[src/hdl/rfc_pkg.sv]
// Package for the reciprocal frequency counter.
// Holds field widths, reset values, register indexes and the types that
// pass between the controller and the datapath. No dependencies.
`default_nettype none

package rfc_pkg;

  localparam int COUNT_WIDTH_DEF = 24;
  localparam int RATE_WIDTH      = 27;
  localparam int LIMIT_WIDTH     = 16;
  localparam int PERIOD_WIDTH    = 24;
  localparam int FREQ_WIDTH      = 27;
  localparam int OVF_SHIFT       = 8;
  localparam int IN_DATA_WIDTH   = 8;
  localparam int OUT_DATA_WIDTH  = 56;
  localparam int CFG_DATA_WIDTH  = 27;

  localparam logic [RATE_WIDTH-1:0]   RATE_RESET  = 27'd16000000;
  localparam logic [LIMIT_WIDTH-1:0]  LIMIT_RESET = 16'hFFFF;
  localparam logic [PERIOD_WIDTH-1:0] PERIOD_MAX  = 24'hFFFFFF;

  typedef enum logic [0:0] {
    REG_TICK_RATE = 1'b0,
    REG_TIMEOUT   = 1'b1
  } reg_index_t;

  typedef enum logic [1:0] {
    PH_IDLE  = 2'd0,
    PH_WAIT  = 2'd1,
    PH_COUNT = 2'd2
  } phase_t;

  typedef enum logic [1:0] {
    ST_IDLE = 2'd0,
    ST_STEP = 2'd1,
    ST_DIV  = 2'd2
  } ctrl_state_t;

  typedef struct packed {
    logic step;
    logic div_start;
    logic load_out;
  } ctrl_cmd_t;

  typedef struct packed {
    logic stale;
  } dp_status_t;

endpackage

`default_nettype wire

[src/hdl/rfc_div.sv]
// Restoring divider, one quotient bit per cycle, for the frequency result.
// Depends on rfc_pkg for the dividend width.
`default_nettype none

module rfc_div
  import rfc_pkg::*;
#(
  parameter int COUNT_WIDTH = COUNT_WIDTH_DEF
) (
  input  wire logic                   clk,
  input  wire logic                   rst,
  input  wire logic                   start,
  input  wire logic [RATE_WIDTH-1:0]  dividend,
  input  wire logic [COUNT_WIDTH-1:0] divisor,
  output logic                        done,
  output logic [RATE_WIDTH-1:0]       quotient
);

  localparam int STEP_W = $clog2(RATE_WIDTH);

  logic                   busy;
  logic [STEP_W-1:0]      steps;
  logic [COUNT_WIDTH-1:0] rem;
  logic [COUNT_WIDTH-1:0] dvs;
  logic [RATE_WIDTH-1:0]  quo;
  logic [COUNT_WIDTH:0]   rem_sh;
  logic [COUNT_WIDTH:0]   diff;
  logic                   fits;

  assign rem_sh = {rem, quo[RATE_WIDTH-1]};
  assign diff   = rem_sh - {1'b0, dvs};
  assign fits   = !diff[COUNT_WIDTH];

  always_ff @(posedge clk) begin
    if (rst) begin
      busy <= 1'b0;
      done <= 1'b0;
    end else begin
      done <= busy && (steps == '0);
      if (start) begin
        busy <= 1'b1;
      end else if (busy && (steps == '0)) begin
        busy <= 1'b0;
      end
    end
  end

  always_ff @(posedge clk) begin
    if (start) begin
      steps <= STEP_W'(RATE_WIDTH - 1);
      rem   <= '0;
      dvs   <= divisor;
      quo   <= dividend;
    end else if (busy) begin
      steps <= steps - 1'b1;
      rem   <= fits ? diff[COUNT_WIDTH-1:0] : rem_sh[COUNT_WIDTH-1:0];
      quo   <= {quo[RATE_WIDTH-2:0], fits};
    end
  end

  assign quotient = quo;

endmodule

`default_nettype wire

[src/hdl/rfc_datapath.sv]
// Datapath: configuration registers, measurement state, tick counter,
// cached frequency and the output register. Depends on rfc_pkg and rfc_div.
`default_nettype none

module rfc_datapath
  import rfc_pkg::*;
#(
  parameter int COUNT_WIDTH = COUNT_WIDTH_DEF
) (
  input  wire logic                      clk,
  input  wire logic                      rst,
  input  wire logic                      cfg_wen,
  input  wire logic                      cfg_index,
  input  wire logic [CFG_DATA_WIDTH-1:0] cfg_wdata,
  input  wire logic [IN_DATA_WIDTH-1:0]  in_data,
  input  wire ctrl_cmd_t                 cmd,
  output dp_status_t                     status,
  output logic [OUT_DATA_WIDTH-1:0]      out_data
);

  localparam int LW = (COUNT_WIDTH > PERIOD_WIDTH) ? COUNT_WIDTH : PERIOD_WIDTH;

  logic [RATE_WIDTH-1:0]  tick_rate;
  logic [LIMIT_WIDTH-1:0] timeout_ovf;
  phase_t                 phase;
  phase_t                 phase_next;
  logic [COUNT_WIDTH-1:0] tick_count;
  logic [COUNT_WIDTH-1:0] tick_count_next;
  logic [COUNT_WIDTH-1:0] last_period;
  logic [COUNT_WIDTH-1:0] last_period_next;
  logic                   done_flag;
  logic                   done_flag_next;
  logic                   timeout_flag;
  logic                   timeout_flag_next;
  logic                   period_set;
  logic                   stale;
  logic [FREQ_WIDTH-1:0]  freq;

  logic                   start_req;
  logic                   abort_req;
  logic                   edge_seen;
  logic [COUNT_WIDTH-1:0] count_inc;
  logic [COUNT_WIDTH-1:0] cnt_mask;
  logic [LW-1:0]          lim_raw;
  logic [LW-1:0]          lim;
  logic [LW-1:0]          period_ext;
  logic [PERIOD_WIDTH-1:0] period_out;
  logic                   per_zero;
  logic                   div_done;
  logic [RATE_WIDTH-1:0]  quotient;

  assign start_req = in_data[0];
  assign abort_req = in_data[1];
  assign edge_seen = in_data[2];

  assign count_inc = tick_count + 1'b1;
  assign cnt_mask  = '1;
  assign lim_raw   = LW'({timeout_ovf, OVF_SHIFT'(0)});
  assign lim       = (lim_raw > LW'(cnt_mask)) ? LW'(cnt_mask) : lim_raw;

  always_comb begin
    phase_next        = phase;
    tick_count_next   = tick_count;
    last_period_next  = last_period;
    done_flag_next    = done_flag;
    timeout_flag_next = timeout_flag;
    period_set        = 1'b0;
    if (abort_req) begin
      phase_next     = PH_IDLE;
      done_flag_next = 1'b1;
    end else begin
      unique case (phase)
        PH_IDLE: begin
          if (start_req) begin
            tick_count_next   = '0;
            done_flag_next    = 1'b0;
            timeout_flag_next = 1'b0;
            phase_next        = PH_WAIT;
          end
        end
        PH_WAIT: begin
          if (edge_seen) begin
            tick_count_next = '0;
            phase_next      = PH_COUNT;
          end
        end
        PH_COUNT: begin
          tick_count_next = count_inc;
          if (edge_seen) begin
            last_period_next = count_inc;
            done_flag_next   = 1'b1;
            phase_next       = PH_IDLE;
            period_set       = 1'b1;
          end else if (LW'(count_inc) >= lim) begin
            last_period_next  = '0;
            tick_count_next   = '0;
            timeout_flag_next = 1'b1;
            done_flag_next    = 1'b1;
            phase_next        = PH_IDLE;
            period_set        = 1'b1;
          end
        end
        default: begin
          phase_next     = PH_IDLE;
          done_flag_next = 1'b1;
        end
      endcase
    end
  end

  always_ff @(posedge clk) begin
    if (rst) begin
      tick_rate    <= RATE_RESET;
      timeout_ovf  <= LIMIT_RESET;
      phase        <= PH_IDLE;
      tick_count   <= '0;
      last_period  <= '0;
      done_flag    <= 1'b1;
      timeout_flag <= 1'b0;
    end else begin
      if (cfg_wen) begin
        unique case (reg_index_t'(cfg_index))
          REG_TICK_RATE: tick_rate   <= cfg_wdata[RATE_WIDTH-1:0];
          REG_TIMEOUT:   timeout_ovf <= cfg_wdata[LIMIT_WIDTH-1:0];
          default: ;
        endcase
      end
      if (cmd.step) begin
        phase        <= phase_next;
        tick_count   <= tick_count_next;
        last_period  <= last_period_next;
        done_flag    <= done_flag_next;
        timeout_flag <= timeout_flag_next;
      end
    end
  end

  // The frequency is cached and refreshed only after a new period is set or the tick rate is written.
  assign per_zero = (last_period == '0);

  always_ff @(posedge clk) begin
    if (rst) begin
      stale <= 1'b0;
      freq  <= '0;
    end else begin
      if (cmd.div_start && per_zero) begin
        freq  <= '0;
        stale <= 1'b0;
      end else if (div_done) begin
        freq  <= quotient;
        stale <= 1'b0;
      end else if ((cmd.step && period_set) ||
                   (cfg_wen && (reg_index_t'(cfg_index) == REG_TICK_RATE))) begin
        stale <= 1'b1;
      end
    end
  end

  rfc_div #(
    .COUNT_WIDTH(COUNT_WIDTH)
  ) u_div (
    .clk      (clk),
    .rst      (rst),
    .start    (cmd.div_start && !per_zero),
    .dividend (tick_rate),
    .divisor  (last_period),
    .done     (div_done),
    .quotient (quotient)
  );

  assign status.stale = stale;

  assign period_ext = LW'(last_period);
  assign period_out = (period_ext > LW'(PERIOD_MAX)) ? PERIOD_MAX
                                                     : period_ext[PERIOD_WIDTH-1:0];

  always_ff @(posedge clk) begin
    if (cmd.load_out) begin
      out_data <= {1'b0, freq, period_out, timeout_flag, done_flag, phase};
    end
  end

endmodule

`default_nettype wire

[src/hdl/rfc_ctrl.sv]
// Controller state machine: sequences one tick item through the state
// update, an optional division and the output transfer. Depends on rfc_pkg.
`default_nettype none

module rfc_ctrl
  import rfc_pkg::*;
(
  input  wire logic       clk,
  input  wire logic       rst,
  input  wire logic       in_valid,
  output logic            in_ready,
  output logic            out_valid,
  input  wire logic       out_ready,
  input  wire dp_status_t status,
  output ctrl_cmd_t       cmd
);

  ctrl_state_t state;
  ctrl_state_t state_next;
  logic        out_valid_next;

  always_ff @(posedge clk) begin
    if (rst) begin
      state     <= ST_IDLE;
      out_valid <= 1'b0;
    end else begin
      state     <= state_next;
      out_valid <= out_valid_next;
    end
  end

  always_comb begin
    state_next     = state;
    out_valid_next = out_valid && !out_ready;
    in_ready       = 1'b0;
    cmd            = '0;
    unique case (state)
      ST_IDLE: begin
        in_ready = !out_valid || out_ready;
        if (in_valid && in_ready) begin
          cmd.step   = 1'b1;
          state_next = ST_STEP;
        end
      end
      ST_STEP: begin
        if (status.stale) begin
          cmd.div_start = 1'b1;
          state_next    = ST_DIV;
        end else begin
          cmd.load_out   = 1'b1;
          out_valid_next = 1'b1;
          state_next     = ST_IDLE;
        end
      end
      ST_DIV: begin
        if (!status.stale) begin
          state_next = ST_STEP;
        end
      end
      default: begin
        state_next = ST_IDLE;
      end
    endcase
  end

endmodule

`default_nettype wire

[src/hdl/reciprocal_frequency_counter.sv]
// Top level of the reciprocal frequency counter.
// Depends on rfc_pkg, rfc_ctrl and rfc_datapath.
//
//  Channel  Direction  Content
//  s_axis   in         one timer tick: start, abort and edge flags
//  m_axis   out        state after the tick, period and frequency
//  cfg      in         writes of tick_rate_hz and timeout_overflows
//
// The result of an item is loaded straight after the state update when no
// period was set and the tick rate was not written since the previous result;
// otherwise the frequency is first refreshed: set to zero for a period of zero,
// and else recomputed by the 27-step restoring divider.
// Reset is synchronous; the result register holds while m_axis_tready is
// low, and no new item is taken until that result is transferred.
`default_nettype none

module reciprocal_frequency_counter
  import rfc_pkg::*;
#(
  parameter int COUNT_WIDTH = COUNT_WIDTH_DEF
) (
  input  wire logic                      clk,
  input  wire logic                      rst,
  input  wire logic                      s_axis_tvalid,
  output logic                           s_axis_tready,
  // start_request, abort_request, signal_edge, then zero fill
  input  wire logic [IN_DATA_WIDTH-1:0]  s_axis_tdata,
  output logic                           m_axis_tvalid,
  input  wire logic                      m_axis_tready,
  // phase[1:0], done_res, timed_out, period_ticks[23:0], freq_hz[26:0], zero
  output logic [OUT_DATA_WIDTH-1:0]      m_axis_tdata,
  input  wire logic                      cfg_wen,
  input  wire logic                      cfg_index,
  input  wire logic [CFG_DATA_WIDTH-1:0] cfg_wdata
);

  ctrl_cmd_t  cmd;
  dp_status_t status;

  rfc_ctrl u_ctrl (
    .clk       (clk),
    .rst       (rst),
    .in_valid  (s_axis_tvalid),
    .in_ready  (s_axis_tready),
    .out_valid (m_axis_tvalid),
    .out_ready (m_axis_tready),
    .status    (status),
    .cmd       (cmd)
  );

  rfc_datapath #(
    .COUNT_WIDTH(COUNT_WIDTH)
  ) u_datapath (
    .clk       (clk),
    .rst       (rst),
    .cfg_wen   (cfg_wen),
    .cfg_index (cfg_index),
    .cfg_wdata (cfg_wdata),
    .in_data   (s_axis_tdata),
    .cmd       (cmd),
    .status    (status),
    .out_data  (m_axis_tdata)
  );

endmodule

`default_nettype wire

[config.mk]
export PLATFORM = sky130hd
export DESIGN_NAME = reciprocal_frequency_counter
export DESIGN_NICKNAME = d
export VERILOG_FILES = /design/src/hdl/rfc_pkg.sv /design/src/hdl/rfc_div.sv /design/src/hdl/rfc_datapath.sv /design/src/hdl/rfc_ctrl.sv /design/src/hdl/reciprocal_frequency_counter.sv
export SDC_FILE = /design/constraint.sdc
export NUM_CORES = 1
export LEC_CHECK = 0
export BUFFER_PORTS_ARGS = -buffer_cell sky130_fd_sc_hd__buf_2
export CAP_MARGIN = 40
export CORE_MARGIN = 3
export CORE_UTILIZATION = 38
export CTS_BUF_LIST = sky130_fd_sc_hd__clkbuf_16
export DETAILED_ROUTE_END_ITERATION = 10
export PLACE_DENSITY = 0.57
export SETUP_SLACK_MARGIN = 0.15
export SLEW_MARGIN = 20
export SYNTH_ARGS = -nofsm -noshare
export SYNTH_HDL_FRONTEND = slang
export SYNTH_HIERARCHICAL = 1
export SYNTH_SLANG_ARGS = --single-unit
[constraint.sdc]
create_clock -name clk -period 3.56 [get_ports clk]
set_input_delay 1.068 -clock clk [delete_from_list [all_inputs] [get_ports clk]]
set_output_delay 1.068 -clock clk [all_outputs]
set_load 0.1 [all_outputs]
Word-level counts from Yosys, hierarchy flattened
Index checks and enable logic that the tools add are counted.
Widths: inputs -> output; s select.
- bitwise operators: 2
- order comparisons: 3
- reduce and logical (&&, ||, !) cells: 32
- add/subtract/negate cells: 3
- equal/unequal tests: 14
- mux-type cells: 42
- operator list (cell ; number):
    $mux 24 ; 8
    $pmux 24 s3 ; 1
    $mux 27 ; 2
    $gt 24x24->1 const B ; 2
    $sub 25x24->25 ; 1
    $add 24x1->24 const B ; 1
    $ge 24x24->1 ; 1
    $logic_not 24->1 ; 1
    $mux 1 ; 18
    $mux 2 ; 9
    $pmux 2 s3 ; 2
    $reduce_and 4->1 ; 3
    $ne 2x2->1 const B ; 5
    $reduce_bool 2->1 ; 4
    $logic_and 1x1->1 ; 7
    $ne 3x3->1 const B ; 2
    $reduce_and 2->1 ; 3
    $reduce_and 6->1 ; 1
    $logic_not 5->1 ; 1
    $reduce_and 5->1 ; 1
    $sub 5x1->5 const B ; 1
    $eq 2x1->1 const B ; 2
    $eq 2x2->1 const B ; 2
    $logic_not 1->1 ; 4
    10 further kinds ; 14
- output and inout port bits: 58
- logic and storage cells: 115
- input bits: 41
- bits in registers: 263

Logic depth before layout (Yosys ltp)
Gate-level depths: netlist (run 1).
- depth after elaboration: 9
- mapped depth: 16
- mapped depth without buffers: 14

By module
The synthesis (run 1) kept the hierarchy.
- by module, submodules not included (module ; seq. area each (µm²) ; times used ; area each (µm²) ; cells an instance):
    rfc_datapath ; 4113.9 ; 1 ; 7450.9 ; 727
    rfc_div ; 2152.1 ; 1 ; 4743.3 ; 454
    rfc_ctrl ; 60.1 ; 1 ; 150.1 ; 16

Least setup slack after synthesis (run 1)
OpenSTA, ideal clock, no wires.
- kind: input to register
- from: input port m_axis_tready
- to: register u_datapath.tick_count[11]
- required time: 3.500 ns
- arrival time: 4.783 ns
- path slack: -1.283 ns
- cell stages on the path: 9
- setup time: 0.060 ns
- path buffers: 0
- cell sequence: nor2b_1 nor3_1 and2_1 nor2b_1 nand3b_1 nor2_1 o21ai_1 a2111oi_0 a221o_1
- RTL lines (what ; RTL line ; source):
    start, declared ; reciprocal_frequency_counter.sv:29 ; input wire logic m_axis_tready,
    end signal, assigned ; rfc_datapath.sv:130 ; tick_count <= tick_count_next;
    end, declared ; rfc_datapath.sv:27 ; logic [COUNT_WIDTH-1:0] tick_count;

Worst setup path in the final report (run 1)
- from: register u_datapath.tick_count[0]
- to: register u_datapath.stale, in the netlist u_datapath/status
- longest elaborated chain between the ends: 8
- RTL lines (what ; RTL line ; source):
    $add 24x1->24 ; rfc_datapath.sv:56 ; assign count_inc = tick_count + 1'b1;
    $ge 24x24->1 ; rfc_datapath.sv:94 ; end else if (LW'(count_inc) >= lim) begin
    $mux 1 ; rfc_datapath.sv:94 ;
    $mux 1 ; rfc_datapath.sv:89 ; if (edge_seen) begin
    $mux 1 ; rfc_datapath.sv:72 ; unique case (phase)
    $mux 1 ; rfc_datapath.sv:68 ; if (abort_req) begin
    $logic_and 1x1->1 ; rfc_datapath.sv:152 ; end else if ((cmd.step && period_set) ||
    $logic_or 1x1->1 ; rfc_datapath.sv:152 ;
    end signal, assigned ; rfc_datapath.sv:148 ; stale <= 1'b0;
    end signal, assigned ; rfc_datapath.sv:151 ; stale <= 1'b0;
    end signal, assigned ; rfc_datapath.sv:154 ; stale <= 1'b1;
    end, declared ; rfc_datapath.sv:36 ; logic stale;
No other way between the ends.
A chain may end at the register's enable or synchronous reset.

==> results of run 1 <==
-- registers in the layout, summed over array words and instances (netlist names), 24 cells and up --
signal	cells
u_datapath/u_div/quotient	27
u_datapath/u_div/dvs	24
u_datapath/out_data	55
u_datapath/freq	27
u_datapath/tick_count	24
u_datapath/tick_rate	27
u_datapath/u_div/rem	24
u_datapath/last_period	24
-- worst paths after layout --
check,from,to,cells past startpoint
worst min register to register,u_datapath/freq[5],u_datapath/out_data[33],0
worst min-delay path,u_datapath/freq[5],u_datapath/out_data[33],0
worst max register to register,u_datapath/tick_count[0],u_datapath/status,15
worst max-delay path,u_datapath/tick_count[0],u_datapath/status,15
-- through the flow --
step / total power [mW] / setup WS (ns) / utilization, % / hold WS (ns) / area [µm²]
after CTS: 7.381 / 0.1647 / 45.89 / 0.4351 / 14590
after global placement: 4.256 / 0.1771 / 42.61 / 0.4162 / 13550
after detailed placement: 4.270 / 0.08043 / 42.67 / 0.4169 / 13570
final: 7.294 / 0.2713 / 46.37 / 0.4327 / 14750
after floorplan: 4.073 / 0.1608 / - / 0.4064 / 12410
after global routing: 7.624 / 0.07270 / 46.37 / 0.4478 / 14750
-- layer usage --
metal  GRT usage (%)  vias to the layer above  part of all wire, %
met4           3.426                        0                  1.4
met2           28.47                      155                   47
met1           23.65                     4331                   48
met5               0                        -                    0
met3           2.295                       41                  3.8
li1                -                     4550                    -
-- power by group through the flow --
stage                     combinational [mW]  sequential [mW]  clock [mW]
after floorplan                        0.539             3.53           0
after global placement                 0.892             3.36           0
after detailed placement               0.903             3.37           0
after CTS                              0.909             3.30        3.17
after global routing                    1.00             3.31        3.31
final                                  0.908             3.30        3.09
-- cell type report --
class	instances	area share, %
inverter	71	1.807
tap	435	3.691
sequential	263	43.00
clock buffer	29	4.922
multi-input combinational	776	37.60
clock inverter	25	1.807
timing repair buffer	160	7.170
-- worst max-delay path, stage by stage (launching register included) --
cell and delay (ns):
dfxtp_4 0.38, ha_4 0.14, nand3_2 0.09, nor3_2 0.15, buf_4 0.16, nand4_1 0.15, xor2_2 0.23, inv_1 0.06
ha_1 0.26, and2_1 0.15, a221o_1 0.37, a211o_1 0.33, o21ai_4 0.19, o21ai_2 0.10, buf_12 0.16, o31a_1 0.24
-- timing repair --
item,CTS,global route
setup buffers,2,6
pin swaps,2,9
setup endpoints to repair,20,52
gates resized for setup,4,25
-- kinds of logic after synthesis --
logic type | after synthesis | synth area share [%]
muxes | 71 | 6.071
xor gates and xnor gates | 44 | 3.122
buffers and inverters | 158 | 5.240
other | 1 | 0.03038
and+or+nand+nor | 376 | 15.35
DFF | 263 | 51.25
adders and majority gates | 43 | 4.419
AOI/OAI and AO/OA | 241 | 14.52
-- Yosys cell counts, drive strengths merged, types with 16 or more instances --
cell type	n
mux2	28
inv	71
a211o	21
a21o	16
xor2	16
nand2b	18
nand3b	17
ha	42
o21ai	20
nand2	108
a21oi	59
nor3	22
edfxtp	106
xnor2	28
mux2i	43
dfxtp	157
o211ai	18
clkbuf	66
nand3	21
buf	21
and3	23
a211oi	25
nor2	98
==> impl_metrics.yaml, run 1 <==
synthesis:
  yosys.area.top_type: "edfxtp_1"
  syn_nets: 1281
  syn_area_um2: 12340
  syn_inst: 1197
  seq_area_frac_synth_pct: 51.25
  ys_ff_latch: 263
  synth_area_per_cell_um2: 10.31
  synth_edf_count: 106
  synth_cell_type_count: 78
  yosys_warnings: 6
  ys_top_cells_by_area: "edfxtp_1 26%, dfxtp_1 25%, ha_1 4.3%, mux2i_1 3.5%, nand2_1 3.3%"
  yosysTopAreaCellShare_pct: 25.79
  ys.flop_type: "dfxtp_1"
  synthArstFlopShare_pct: 0
power:
  peakVddDrop_mv: 0.3391
  clkPwrFrac_pct: 42.3
  p_sw_mw: 1.897
  p_sw_share_pct: 26.01
  p_seq_share_pct: 45.2
  power_leakage_nw: 5.944
  internal-power_mw: 5.396
  p_comb_share_pct: 12.5
  power_density_nw_per_um2: 494.6
worst_setup_path:
  cp.arrival_ns: 3.72
  cp-start-kind: "flop"
  path_max_fanout: 13
  crit_path_end_kind: "flop"
  reg2reg_setup_slack_ns: 0.27
  crit_type: "reg -> reg"
  crit_required_ns: 4.00
timing:
  period_share_pct: 92.38
  max_freq_mhz: 304.1
  worst_slew_pin_slew_ns: 0.6914
  maxSlewViolCount: 0
  rsz0062_at_grt: "yes"
  slew_headroom_pct: 53.81
  hold_violations: 0
  fin_crit_ns: 3.289
  finalSetupTns_ns: 0
  fin_worst_skew_ns: 0.01329
  setup_violations: 0
routing:
  via_per_inst: 5.160
  antenna_left: 0
  via_count: 9077
  drtIter0Drc: 623
  dr.pass1.iters: 4
  wirelength_mm: 29.36
  wl_per_cell_um: 16.69
  remaining_drc_errors: 0
placement:
  hpwlAfterDp_mm: 20.61
  io_buffers: 92
  place_congestion: 0.8569
  dp_cells: 1696
finish:
  seq_area_um2: 6341
  syn_to_final_growth_pct: 19.45
  mostFrequentLayoutCells: "151 x dfxtp_1, 107 x nand2_1, 106 x edfxtp_1"
  fill_cells: 2979
  instances_no_fill: 1759
  drive_gt1_share_pct: 21.83
  fin_nets: 1385
  num_antenna_cells: 0
  mostFrequentLayoutCell: "dfxtp_1"
  multi_input_area_um2: 5544
global_route:
  grt_pass1_vias: 8939
  grt_pass1_wl_mm: 47.55
  grt_usage_pct: 16.96
  grt_overflow: 0
  grt_start_max_net_pins: 62
  antenna_found_initial: 0
clocking:
  clk_pin_slew_worst_paths_ns: 0.06
  cts-root-buf: "clkbuf_16"
  numCtsBuffers: 29
  cts_sinks: 263
  cts_tree: "built"
  hold_buffers: 0
  cts-htree-levels: 1
  cts_max_path_buffers: 3
  insertion_delay_ns: 0.56
run_status:
  status: "finished, final reports clean"
job:
  max-cap-violations: 0
die:
  rows: 65
  start_util_pct: 38.82
  die-area_um2: 34680
  die_w_um: 186.2
  die_h_um: 186.2
  core_region_area_um2: 31800
  ios: 99
worst_hold_path:
  hp-class: "reg -> reg"
(Power assumes the default switching activity.)
==> run 2, diff against run 1 <==
--- a/config.mk
+++ b/config.mk
@@ -8,10 +8,10 @@
 export BUFFER_PORTS_ARGS = -buffer_cell sky130_fd_sc_hd__buf_2
 export CAP_MARGIN = 40
 export CORE_MARGIN = 3
-export CORE_UTILIZATION = 38
+export CORE_UTILIZATION = 60
 export CTS_BUF_LIST = sky130_fd_sc_hd__clkbuf_16
 export DETAILED_ROUTE_END_ITERATION = 10
-export PLACE_DENSITY = 0.57
+export PLACE_DENSITY = 0.82
 export SETUP_SLACK_MARGIN = 0.15
 export SLEW_MARGIN = 20
 export SYNTH_ARGS = -nofsm -noshare
==> run 2 against run 1 <==
Compared with the run above: worst setup slack worse by 0.15 ns; first-iteration DRC count grew 31%; maximum frequency decreased by 4.5%; cell count decreased by 10%; final area decreased by 2.2%; global-route usage up 7.8 points; sequential power about the same; critical path type unchanged; highest routed layer unchanged.
==> impl_metrics.yaml, run 2 (same netlist as run 1, synthesis figures left out) <==
run_status:
  status: "finished, final reports clean"
finish:
  top_register: "u_datapath/out_data"
  mostFrequentLayoutCells: "146 x dfxtp_1, 107 x nand2_1, 106 x edfxtp_1"
  design_area_um2: 14420
  instances_no_fill: 1582
  fill_cells: 1323
  post-route-util_pct: 72.65
  drive_gt1_share_pct: 22.51
  fin_nets: 1379
  syn_to_final_growth_pct: 16.80
  mostFrequentLayoutCell: "dfxtp_1"
  largest_reg_flops: 55
global_route:
  grt_overflow: 0
  grt_start_max_net_pins: 69
  grt_pass1_wl_mm: 45.22
  grt_pass1_vias: 9058
  grt_usage_pct: 24.71
  antenna_found_initial: 2
power:
  power_leakage_nw: 5.924
  clkPwrFrac_pct: 38.3
  p_seq_share_pct: 48.4
  internal-power_mw: 4.992
  peakVddDrop_mv: 0.4658
  p_sw_share_pct: 26.79
  p_total_mw: 6.819
  p_comb_share_pct: 13.3
  power_density_nw_per_um2: 473.0
  p_sw_mw: 1.827
worst_setup_path:
  cp.arrival_ns: 3.90
  max_stage_delay_ns: 0.41
  r2r_end: "u_datapath/tick_count[10]"
  crit_path_end_kind: "flop"
  cp-start-kind: "flop"
  cp_top_family: "simple AND/OR/NAND/NOR gates"
  crit_buf_inv: 2
  cp_slowest_cell: "dfxtp_1"
  crit_type: "reg -> reg"
  path_max_fanout: 10
  crit_chain: "nand4_1, nor3_2, nand2_1, xnor2_2, ha_1, and2_1, a221o_1, a211o_1, buf_4, a21oi_2, buf_4, a32oi_1, nor2_1"
  r2r_start: "u_datapath/tick_count[14]"
  crit_required_ns: 4.02
  reg2reg_setup_slack_ns: 0.12
  reg2reg_depth: 13
  path_common_cell: "buf_4"
clocking:
  cts_tree: "built"
  clk_pin_slew_worst_paths_ns: 0.06
  cts_max_path_buffers: 3
  insertion_delay_ns: 0.54
  cts-htree-levels: 1
  numCtsBuffers: 27
  cts_sinks: 263
  cts-root-buf: "clkbuf_16"
routing:
  via_per_inst: 6.051
  remaining_drc_errors: 0
  antenna_left: 0
  dr.pass1.iters: 5
  wl_per_cell_um: 18.41
  drtIter0Drc: 814
  wirelength_mm: 29.12
  via_count: 9572
timing:
  maxSlewViolCount: 0
  hold_violations: 0
  period_share_pct: 96.73
  slew_headroom_pct: 42.60
  rsz0062_at_grt: "yes"
  fin_crit_ns: 3.443
  fin_worst_skew_ns: 0.01268
  setup_violations: 0
  max_freq_mhz: 290.4
  worst_slew_pin_slew_ns: 0.8600
worst_hold_path:
  hp-class: "reg -> reg"
  hp-start: "u_datapath/freq[11]"
  hold-path-endpoint: "u_datapath/out_data[39]"
  whs_path_depth: 0
placement:
  io_buffers: 92
  dp_cells: 1518
  hpwlAfterDp_mm: 19.30
  place_congestion: 0.9093
  placed_area_um2: 13220
die:
  start_util_pct: 62.20
  die_h_um: 149.4
  die-area_um2: 22330
  die_w_um: 149.4
  rows: 51
  core_region_area_um2: 19850
  ios: 99
job:
  max-cap-violations: 0
[run 2: cell count changes in the layout (fill, tap and decap cells not counted), moves of 3 or more]
cell,before,now
bufinv_16,5,1
buf_12,6,1
dfxtp_2,3,9
inv_1,75,78
xor2_2,1,4
xor2_1,15,12
dfxtp_1,151,146
[run 2: stage by stage]
step                setup TNS [ns]  setup slack [ns]  hold WS [ns]
global route              -0.02742          -0.01821        0.4410
finish                           0            0.1165        0.4292
detailed placement               0           0.05724        0.4128
CTS                              0            0.1675        0.4277
global placement                 0            0.1489        0.4134
floorplan                        0            0.1608        0.4064
[run 2: area by class of cell]
class,instances,area (µm²),area share (%)
sequential,263,6345,44.01
clock buffer,27,675.6,4.686
multi-input combinational,776,5685,39.43
tap,265,331.6,2.300
inverter,71,266.5,1.848
antenna,2,5.005,0.03471
timing repair buffer,156,964.7,6.691
clock inverter,22,143.9,0.9980
[run 2: worst max path at each step]
stage | endpoint | start | slack [ns] | cells after the start
finish | u_datapath/tick_count[10] | u_datapath/tick_count[14] | 0.12 | 13
detailed placement | u_datapath/tick_count[4] | u_datapath/tick_count[1] | 0.06 | 13
CTS | u_datapath/tick_count[4] | u_datapath/tick_count[0] | 0.17 | 14
floorplan | u_datapath/tick_count[11] | m_axis_tready | 0.16 | 9
global placement | u_datapath/tick_count[6] | u_datapath/tick_count[1] | 0.15 | 14
global route | u_datapath/last_period[9] | u_datapath/tick_count[14] | -0.02 | 13
[run 2: power groups by stage]
stage / Clock (mW) / Combinational, mW / Sequential [mW]
final: 2.61 / 0.905 / 3.30
after global routing: 2.79 / 0.983 / 3.31
after CTS: 2.64 / 0.894 / 3.30
after detailed placement: 0 / 0.886 / 3.37
after global placement: 0 / 0.863 / 3.36
after floorplan: 0 / 0.539 / 3.53
[run 2: routing by layer]
| metal | vias up | wire length [µm] | track usage [%] |
|---|---|---|---|
| met4 | 0 | 811 | 7.414 |
| met3 | 71 | 1714 | 3.331 |
| met2 | 354 | 14390 | 42.04 |
| li1 | 4518 | - | - |
| met5 | - | 0 | 0 |
| met1 | 4629 | 12200 | 33.23 |
[run 2: timing repair]
action / 4_1_cts / 5_1_grt
resized for setup: 6 / 49
buffers inserted: 1 / 12
hold buffers: 0 / 0
pin swaps: 3 / 22
setup endpoints to repair: 26 / 61
==> run 3, diff against run 2 <==
--- a/config.mk
+++ b/config.mk
@@ -16,5 +16,4 @@
 export SLEW_MARGIN = 20
 export SYNTH_ARGS = -nofsm -noshare
 export SYNTH_HDL_FRONTEND = slang
-export SYNTH_HIERARCHICAL = 1
 export SYNTH_SLANG_ARGS = --single-unit
==> run 3 against run 2 <==
Compared with the run above: the flow now finishes with violations (negative setup slack); register-to-register slack lost 0.19 ns; worst hold slack lost 0.00074 ns; critical path depth grew 5; via count shrank 7.0%; global-route usage grew 0.38 points; critical path type unchanged; largest power group unchanged; highest routed layer is now met5.
==> impl_metrics.yaml, run 3 <==
run_status:
  status: "complete, but fails checks"
  violations: "negative setup slack"
routing:
  antenna_left: 0
  via_per_inst: 5.897
  met1_length_mm: 11.27
  dr.pass1.iters: 6
  wl_met2_mm: 14.08
  wl_met3_mm: 2.014
  via_count: 8899
  highest_layer: "met5"
  wl_per_cell_um: 18.79
  drtIter0Drc: 891
  remaining_drc_errors: 0
  wirelength_mm: 28.36
synthesis:
  ys.flop_type: "dfxtp_1"
  syn_nets: 1222
  post-synth-top-count-cell: "nand2_1"
  synth_xor_xnor_area_share_pct: 3.645
  synthArstFlopShare_pct: 0
  syn_inst: 1137
  synth_fa_ha_area_share_pct: 4.838
  synthMuxAreaShare_pct: 4.176
  seq_area_frac_synth_pct: 54.84
  synth_simple_gate_area_share_pct: 14.25
  synth_top_family_by_area: "simple AND/OR/NAND/NOR gates"
  yosys.area.top_type: "edfxtp_1"
  yosysTopAreaCellShare_pct: 27.60
  synth_area_per_cell_um2: 10.14
  ys_top_cells_by_area: "edfxtp_1 28%, dfxtp_1 27%, nand2_1 5.8%, ha_1 4.7%, mux2i_1 4.1%"
  synth_cell_type_count: 61
  synth_compound_area_share_pct: 13.14
  syn_area_um2: 11530
  netlist_top_cells_count: "178 x nand2_1, 157 x dfxtp_1, 106 x edfxtp_1, 67 x a21oi_1, 67 x inv_1"
  yosys_warnings: 0
  synth_edf_count: 106
  ys_ff_latch: 263
timing:
  maxSlewViolCount: 0
  period_share_pct: 102.2
  hold_violations: 0
  finalWorstSetupSlack_ns: -0.07748
  slew_headroom_pct: 53.16
  holdWs_ns: 0.4285
  worst_slew_pin_slew_ns: 0.7026
  fin_crit_ns: 3.637
  max_freq_mhz: 274.9
  rsz0062_at_grt: "yes"
  setup_violations: 8
  fin_worst_skew_ns: 0.01396
finish:
  mostFrequentLayoutCells: "176 x nand2_1, 156 x dfxtp_1, 106 x edfxtp_1"
  design_area_um2: 13870
  drive_gt1_share_pct: 20.94
  top_register: "u_datapath.out_data"
  instances_no_fill: 1509
  syn_to_final_growth_pct: 20.21
  fin_nets: 1338
  mostFrequentLayoutCell: "nand2_1"
  num_antenna_cells: 0
  largest_reg_flops: 55
global_route:
  grt_pass1_vias: 8496
  grt_overflow: 0
  grt_pass1_wl_mm: 42.20
  grt_start_max_net_pins: 56
  grt_usage_pct: 25.09
  antenna_found_initial: 2
clocking:
  clk_pin_slew_worst_paths_ns: 0.06
  cts_tree: "built"
  numCtsBuffers: 28
  cts_sinks: 263
  cts-htree-levels: 1
  cts-root-buf: "clkbuf_16"
  insertion_delay_ns: 0.54
  cts_max_path_buffers: 3
power:
  p_sw_share_pct: 23.92
  p_sw_mw: 1.627
  clkPwrFrac_pct: 45.0
  p_comb_share_pct: 7.4
  peakVddDrop_mv: 0.5548
  power_density_nw_per_um2: 490.4
  power_leakage_nw: 5.991
  internal-power_mw: 5.174
  p_seq_share_pct: 47.6
worst_setup_path:
  crit_required_ns: 3.98
  crit_type: "reg -> reg"
  crit_chain: "and3_4, and3_4, nand2_2, nor2_2, nand4_1, xor2_2, inv_1, ha_1, nand4_1, a2111oi_2, nand4_1, nand3_2, a21oi_4, buf_6, a21oi_4, nor2_4, clkbuf_16, a32o_2"
  path_common_cell: "nand4_1"
  cp_slowest_cell: "dfxtp_1"
  crit_buf_inv: 3
  max_stage_delay_ns: 0.33
  cp.arrival_ns: 4.06
  crit_path_end_kind: "flop"
  cp_top_family: "simple AND/OR/NAND/NOR gates"
  cp-start-kind: "flop"
  path_max_fanout: 5
die:
  start_util_pct: 61.46
  core_region_area_um2: 18770
  die_w_um: 144.7
  die-area_um2: 20930
  rows: 50
  die_h_um: 144.7
  ios: 99
placement:
  placed_area_um2: 12410
  place_congestion: 0.9490
  hpwlAfterDp_mm: 17.14
  dp_cells: 1433
  io_buffers: 92
job:
  max-cap-violations: 0
worst_hold_path:
  hp-class: "reg -> reg"
[run 3: cell types whose count changed after synthesis, moves of 12 or more]
| cell | delta |
|---|---|
| o2bb2ai_1 | +18 |
| mux2_2 | -26 |
| o211ai_1 | -12 |
| a32oi_1 | -14 |
| o21ai_0 | +35 |
| nor2_1 | -32 |
| a21oi_1 | +12 |
| nand2b_1 | -13 |
| nand2_1 | +70 |
| a211oi_1 | -17 |
[run 3: kinds of logic after synthesis]
group / after synthesis
and+or+nand+nor: 360
buffers and inverters: 144
adders and majority gates: 44
AOI/OAI and AO/OA: 229
other: 1
muxes: 48
xor gates and xnor gates: 48
DFF: 263
[run 3: worst reg2reg max path, stage by stage, from the launching register on]
cell and delay, ns:
dfxtp_1 0.33, and3_4 0.19, and3_4 0.23, nand2_2 0.08
nor2_2 0.14, nand4_1 0.17, xor2_2 0.26, inv_1 0.09
ha_1 0.28, nand4_1 0.14, a2111oi_2 0.33, nand4_1 0.21
nand3_2 0.17, a21oi_4 0.08, buf_6 0.12, a21oi_4 0.15
nor2_4 0.09, clkbuf_16 0.18, a32o_2 0.25
[run 3: final timing paths]
kind | start | depth (start not counted) | endpoint | slack [ns]
max | u_datapath.tick_count[3] | 18 | u_datapath.last_period[14] | -0.08
min | u_datapath.freq[11] | 0 | u_datapath.out_data[39] | 0.43
max reg2reg | u_datapath.tick_count[3] | 18 | u_datapath.last_period[14] | -0.08
min reg2reg | u_datapath.freq[11] | 0 | u_datapath.out_data[39] | 0.43
[run 3: final cells by class]
cell class / count / area, µm²
Clock inverter: 23 / 256.5
Fill cell: 1169 / 4902
Tap cell: 234 / 292.8
Multi-Input combinational cell: 731 / 4900
Timing Repair Buffer: 162 / 1112
Sequential cell: 263 / 6327
Clock buffer: 29 / 725.7
Inverter: 67 / 251.5
[run 3: power by group through the flow]
stage	sequential [mW]	combinational [mW]	clock (mW)
after floorplan	3.46	0.205	0
after global placement	3.30	0.462	0
after detailed placement	3.30	0.474	0
after CTS	3.24	0.487	3.07
after global routing	3.24	0.535	3.20
final	3.24	0.502	3.06
[run 3: repair_timing]
| item | CTS | global route |
|---|---|---|
| gates cloned | 2 | 2 |
| gates resized for setup | 20 | 33 |
| setup endpoints to repair | 44 | 70 |
| pin swaps | 14 | 21 |
| hold buffers | 0 | 0 |
| setup buffers | 9 | 11 |
[run 3: per-layer routing]
metal	vias to the layer above	track usage, %
li1	4208	-
met1	4233	31.89
met2	360	43.84
met3	94	4.502
met4	4	7.757
met5	-	0
[run 3: through the flow]
stage / TNS (ns) / utilization (%) / setup slack (ns) / power (mW)
after floorplan: 0 / - / 0.1595 / 3.661
after global placement: -2.410 / 65.91 / -0.1129 / 3.760
after detailed placement: -0.1387 / 66.13 / -0.04536 / 3.774
after CTS: 0 / 72.39 / 0.1174 / 6.789
after global routing: -1.378 / 73.88 / -0.1166 / 6.977
final: -0.3165 / 73.88 / -0.07748 / 6.800
